<file path="config.mk">
export PLATFORM = sky130hd
export DESIGN_NAME = hkd_mul
export DESIGN_NICKNAME = d
export VERILOG_FILES = /design/src/sv/hkd_pkg.sv /design/src/sv/hkd_mul.sv
export SDC_FILE = /design/constraint.sdc
export NUM_CORES = 1
export LEC_CHECK = 0
export BUFFER_PORTS_ARGS = -buffer_cell sky130_fd_sc_hd__buf_2
export CAP_MARGIN = 20
export CORE_MARGIN = 2
export CORE_UTILIZATION = 45
export DETAILED_ROUTE_END_ITERATION = 10
export PLACE_DENSITY_LB_ADDON = 0.05
export RECOVER_POWER = 100
export SLEW_MARGIN = 20
export SYNTH_ARGS = -nofsm -noshare
export SYNTH_HDL_FRONTEND = slang
export SYNTH_SLANG_ARGS = --single-unit
</file>
<file path="constraint.sdc">
create_clock -name clock -period 7.6 [get_ports clock]
set_clock_uncertainty 0.2 [all_clocks]
set_input_delay 1.14 -clock clock [delete_from_list [all_inputs] [get_ports clock]]
set_output_delay 1.14 -clock clock [all_outputs]
set_load 0.02 [all_outputs]
</file>
<file path="src/sv/hkd_pkg.sv">
// Shared constants, widths and a helper function of the heatmap keypoint decoder.
package hkd_pkg;

   localparam int KEYPOINTS_DEFAULT = 17;
   localparam int MAX_MAP_WIDTH_DEFAULT = 64;
   localparam int MAX_MAP_HEIGHT_DEFAULT = 64;

   localparam int HEAT_W = 16;
   localparam int KP_INDEX_W = 5;
   localparam int POS_W = 12;
   localparam int SCORE_W = 9;
   localparam int CSR_INDEX_W = 3;
   localparam int CSR_DATA_W = 10;

   typedef enum logic [CSR_INDEX_W-1:0] {
      REG_MAP_WIDTH = 3'd0,
      REG_MAP_HEIGHT = 3'd1,
      REG_REFINE_ENABLE = 3'd2,
      REG_REFINE_SHIFT = 3'd3,
      REG_MIN_PEAK_DISTANCE = 3'd4
   } reg_index_type;

   // operand width of the shared multiplier
   localparam int MUL_W = 18;
   localparam int PROD_W = 2 * MUL_W;

   localparam logic [6:0] MAP_WIDTH_RESET = 7'd48;
   localparam logic [6:0] MAP_HEIGHT_RESET = 7'd64;
   localparam logic REFINE_ENABLE_RESET = 1'b1;
   localparam logic [7:0] REFINE_SHIFT_RESET = 8'd64;
   localparam logic [9:0] MIN_PEAK_DISTANCE_RESET = 10'd48;

   // number of search steps of the refinement offset (sixteenths of a cell)
   localparam logic [4:0] STEP_LAST = 5'd16;

   // floor(n / 510) = (n * SCORE_RECIP) >> SCORE_SHIFT, exact for n < 66052
   localparam logic [MUL_W-1:0] SCORE_RECIP = 18'd65794;
   localparam int SCORE_SHIFT = 25;
   localparam logic [MUL_W-1:0] SCORE_ROUND = 18'd255;
   localparam logic signed [9:0] SCORE_MID = 10'sd128;
   localparam logic signed [9:0] SCORE_MAX = 10'sd256;

   localparam logic [POS_W-1:0] POS_MAX = 12'd4095;
   localparam int PIXEL_OFFSET = 32;

   // ((2k-1)*16)^2, the square of the k-th rounding boundary
   function automatic logic [MUL_W-1:0] step_sq(input logic [4:0] k);
      logic [MUL_W-1:0] a;
      a = MUL_W'({k, 5'b0}) - MUL_W'(16);
      return MUL_W'(a * a);
   endfunction

endpackage

</file>
<file path="src/sv/hkd_mul.sv">
// Shared unsigned multiplier with a registered product.
module hkd_mul (
   input  logic                        clock,
   input  logic [hkd_pkg::MUL_W-1:0]   op_a,
   input  logic [hkd_pkg::MUL_W-1:0]   op_b,
   output logic [hkd_pkg::PROD_W-1:0]  prod
);

   logic [hkd_pkg::PROD_W-1:0] prod_ff;

   always_ff @(posedge clock) begin
      prod_ff <= hkd_pkg::PROD_W'(op_a) * hkd_pkg::PROD_W'(op_b);
   end

   assign prod = prod_ff;

endmodule

</file>
==> results.json <==
{
  "final_antenna_net_count": 0,
  "hp-class": "in2reg",
  "period_minus_slack_ps": 7070,
  "io_buffers": 72,
  "grt_max_degree": 19,
  "mostFrequentLayoutCells": "322 x inv_1, 256 x fa_1, 193 x nand2_1, 155 x and2_1, 110 x ha_1",
  "synth_nets": 1687,
  "viasPerCell": 5.02,
  "synth_edf_count": 0,
  "row_count": 58,
  "ys_warn_count": 0,
  "critPathCapture": "prod[28]",
  "place.gp.congestion": 0.823,
  "max_freq_mhz": 141,
  "layout_commonest_cell": "inv_1",
  "wl_per_cell_um": 17.5,
  "crit_type": "in2reg",
  "cts_sinks": 36,
  "synth_top_flop_cell": "dfxtp_1",
  "yosysSeqAreaShare_pct": 6.32,
  "syn_avg_cell_area_sq_um": 8.88,
  "cap_violations": 0,
  "core-area_sq_um": 25000,
  "design_area_sq_um": 12100,
  "required_ps": 7580,
  "crit_start": "op_b[0]",
  "path_clk_slew_ps": 60,
  "rsz0062_at_grt": "no",
  "cts_tree": "built",
  "synth_cells": 1284,
  "drtIter0Drc": 342,
  "relSlewSlack_pct": 29.3,
  "dr.pass1.iters": 5,
  "die_y_um": 163,
  "synth.ff_latch_count": 36,
  "vias": 8276,
  "drv_slew": 0,
  "finalSetupViolations": 0,
  "worst_pin_slew_ps": 1060,
  "async_flop_share_pct": 0,
  "largest_reg_flops": 36,
  "cp_max_fo": 18,
  "hold_buffers": 0,
  "yosys.cell_types.count": 43,
  "drc": 0,
  "n_antenna_cell": 0,
  "hpwl_um": 23700,
  "grt_overflow_total": 0,
  "finalCritPeriodShare_pct": 93.0,
  "place_area_sq_um": 12000,
  "grt_antenna_before_repair": 0,
  "die_w_um": 163,
  "grt_pass1_wl_um": 46300,
  "cts-resized-gates": 0,
  "area_delta_synth_final_pct": 6.17,
  "cts_buffer_depth": 2,
  "endpoint_kind": "flop",
  "drive_gt1_share_pct": 3.72,
  "final_nets": 1720,
  "wl_um": 28800,
  "initial_core_util_pct": 45.6,
  "cts_buffers": 5,
  "netlist_area_sq_um": 11400,
  "cts_root_buffer": "clkbuf_16",
  "post_cts_buffers": 0,
  "hold_viol": 0,
  "first_global_vias": 8766,
  "grt_use_total_pct": 22.9,
  "crit_arrival_ps": 7050,
  "ios": 73,
  "ctsHtreeMaxLevel": 2,
  "status": "finished clean",
  "fin_tns_setup_ps": 0,
  "die_area_sq_um": 26600,
  "startpoint_type": "input port"
}
routing by layer:
layer | track usage, % | part of all wire, % | up-vias
li1 | - | - | 3816
met1 | 28.5 | 41 | 4286
met2 | 42.7 | 54 | 138
met3 | 1.85 | 2.9 | 36
met4 | 5.91 | 2.3 | 0
met5 | 0 | 0 | -
cell families (layout without fill, tap and decap cells):
kind of cell | Yosys count | count (layout) | share of synthesized area (%)
buf+inv | 372 | 405 | 12.3
xor+xnor | 32 | 32 | 2.46
flops | 36 | 36 | 6.32
simple gates | 383 | 383 | 16.6
compound gates | 95 | 95 | 5.36
fa+ha+maj | 366 | 366 | 57.0
per-stage QoR:
stage / std cells / hold slack, ps / setup WS (ps) / utilization [%]
2_1_floorplan: 1284 / 1070 / 662 / -
3_3_place_gp: 1640 / 1360 / 458 / 48.0
3_5_place_dp: 1640 / 1350 / 309 / 48.0
4_1_cts: 1647 / 1100 / 623 / 48.6
5_1_grt: 1647 / 1140 / 191 / 48.4
6_report: 1647 / 1120 / 531 / 48.4
area by class of cell:
type,count,area [sq um]
sequential,36,721
multi-input combinational,876,9270
fill,2545,12900
timing repair buffer,76,344
tap,330,413
clock buffer,7,153
inverter,322,1210
worst min-delay path by stage:
stage,from,slack [ps],end,depth (start not counted)
after floorplan,op_a[0],1070,prod[0],1
after global placement,prod[13],1360,prod[13],1
final,op_a[0],1120,prod[0],2
after detailed placement,prod[9],1350,prod[9],1
after global routing,op_a[0],1140,prod[0],2
after CTS,op_a[0],1100,prod[0],2
Yosys cell counts, drive strengths merged (2+ instances only):
master | instances | share of area [%]
o21bai | 6 | 0.39
clkbuf | 49 | 1.6
a31oi | 4 | 0.22
and2 | 159 | 8.7
nor2 | 10 | 0.33
o211ai | 5 | 0.33
and3 | 3 | 0.16
a21o | 11 | 0.72
xor2 | 10 | 0.77
inv | 322 | 11
a21oi | 38 | 1.7
fa | 256 | 45
o21ai | 15 | 0.69
nand3 | 3 | 0.13
a211oi | 4 | 0.31
dfxtp | 36 | 6.3
nand2 | 193 | 6.4
nand4 | 7 | 0.38
xnor2 | 22 | 1.7
o21a | 2 | 0.13
ha | 110 | 12
critical path, stage by stage:
cell and delay (ps):
clkbuf_1 760, nand2_1 240, fa_1 590, inv_1 50, fa_1 480, fa_1 550
fa_1 550, inv_1 50, fa_1 510, inv_1 50, ha_1 380, nand2_1 130
or4_4 590, and2_0 230, o31ai_1 480, a21oi_2 110, xnor2_1 140
Power is left out: the tool's default activity adds up to more than one toggle a clock period on the data nets, which glitch-free logic cannot reach.
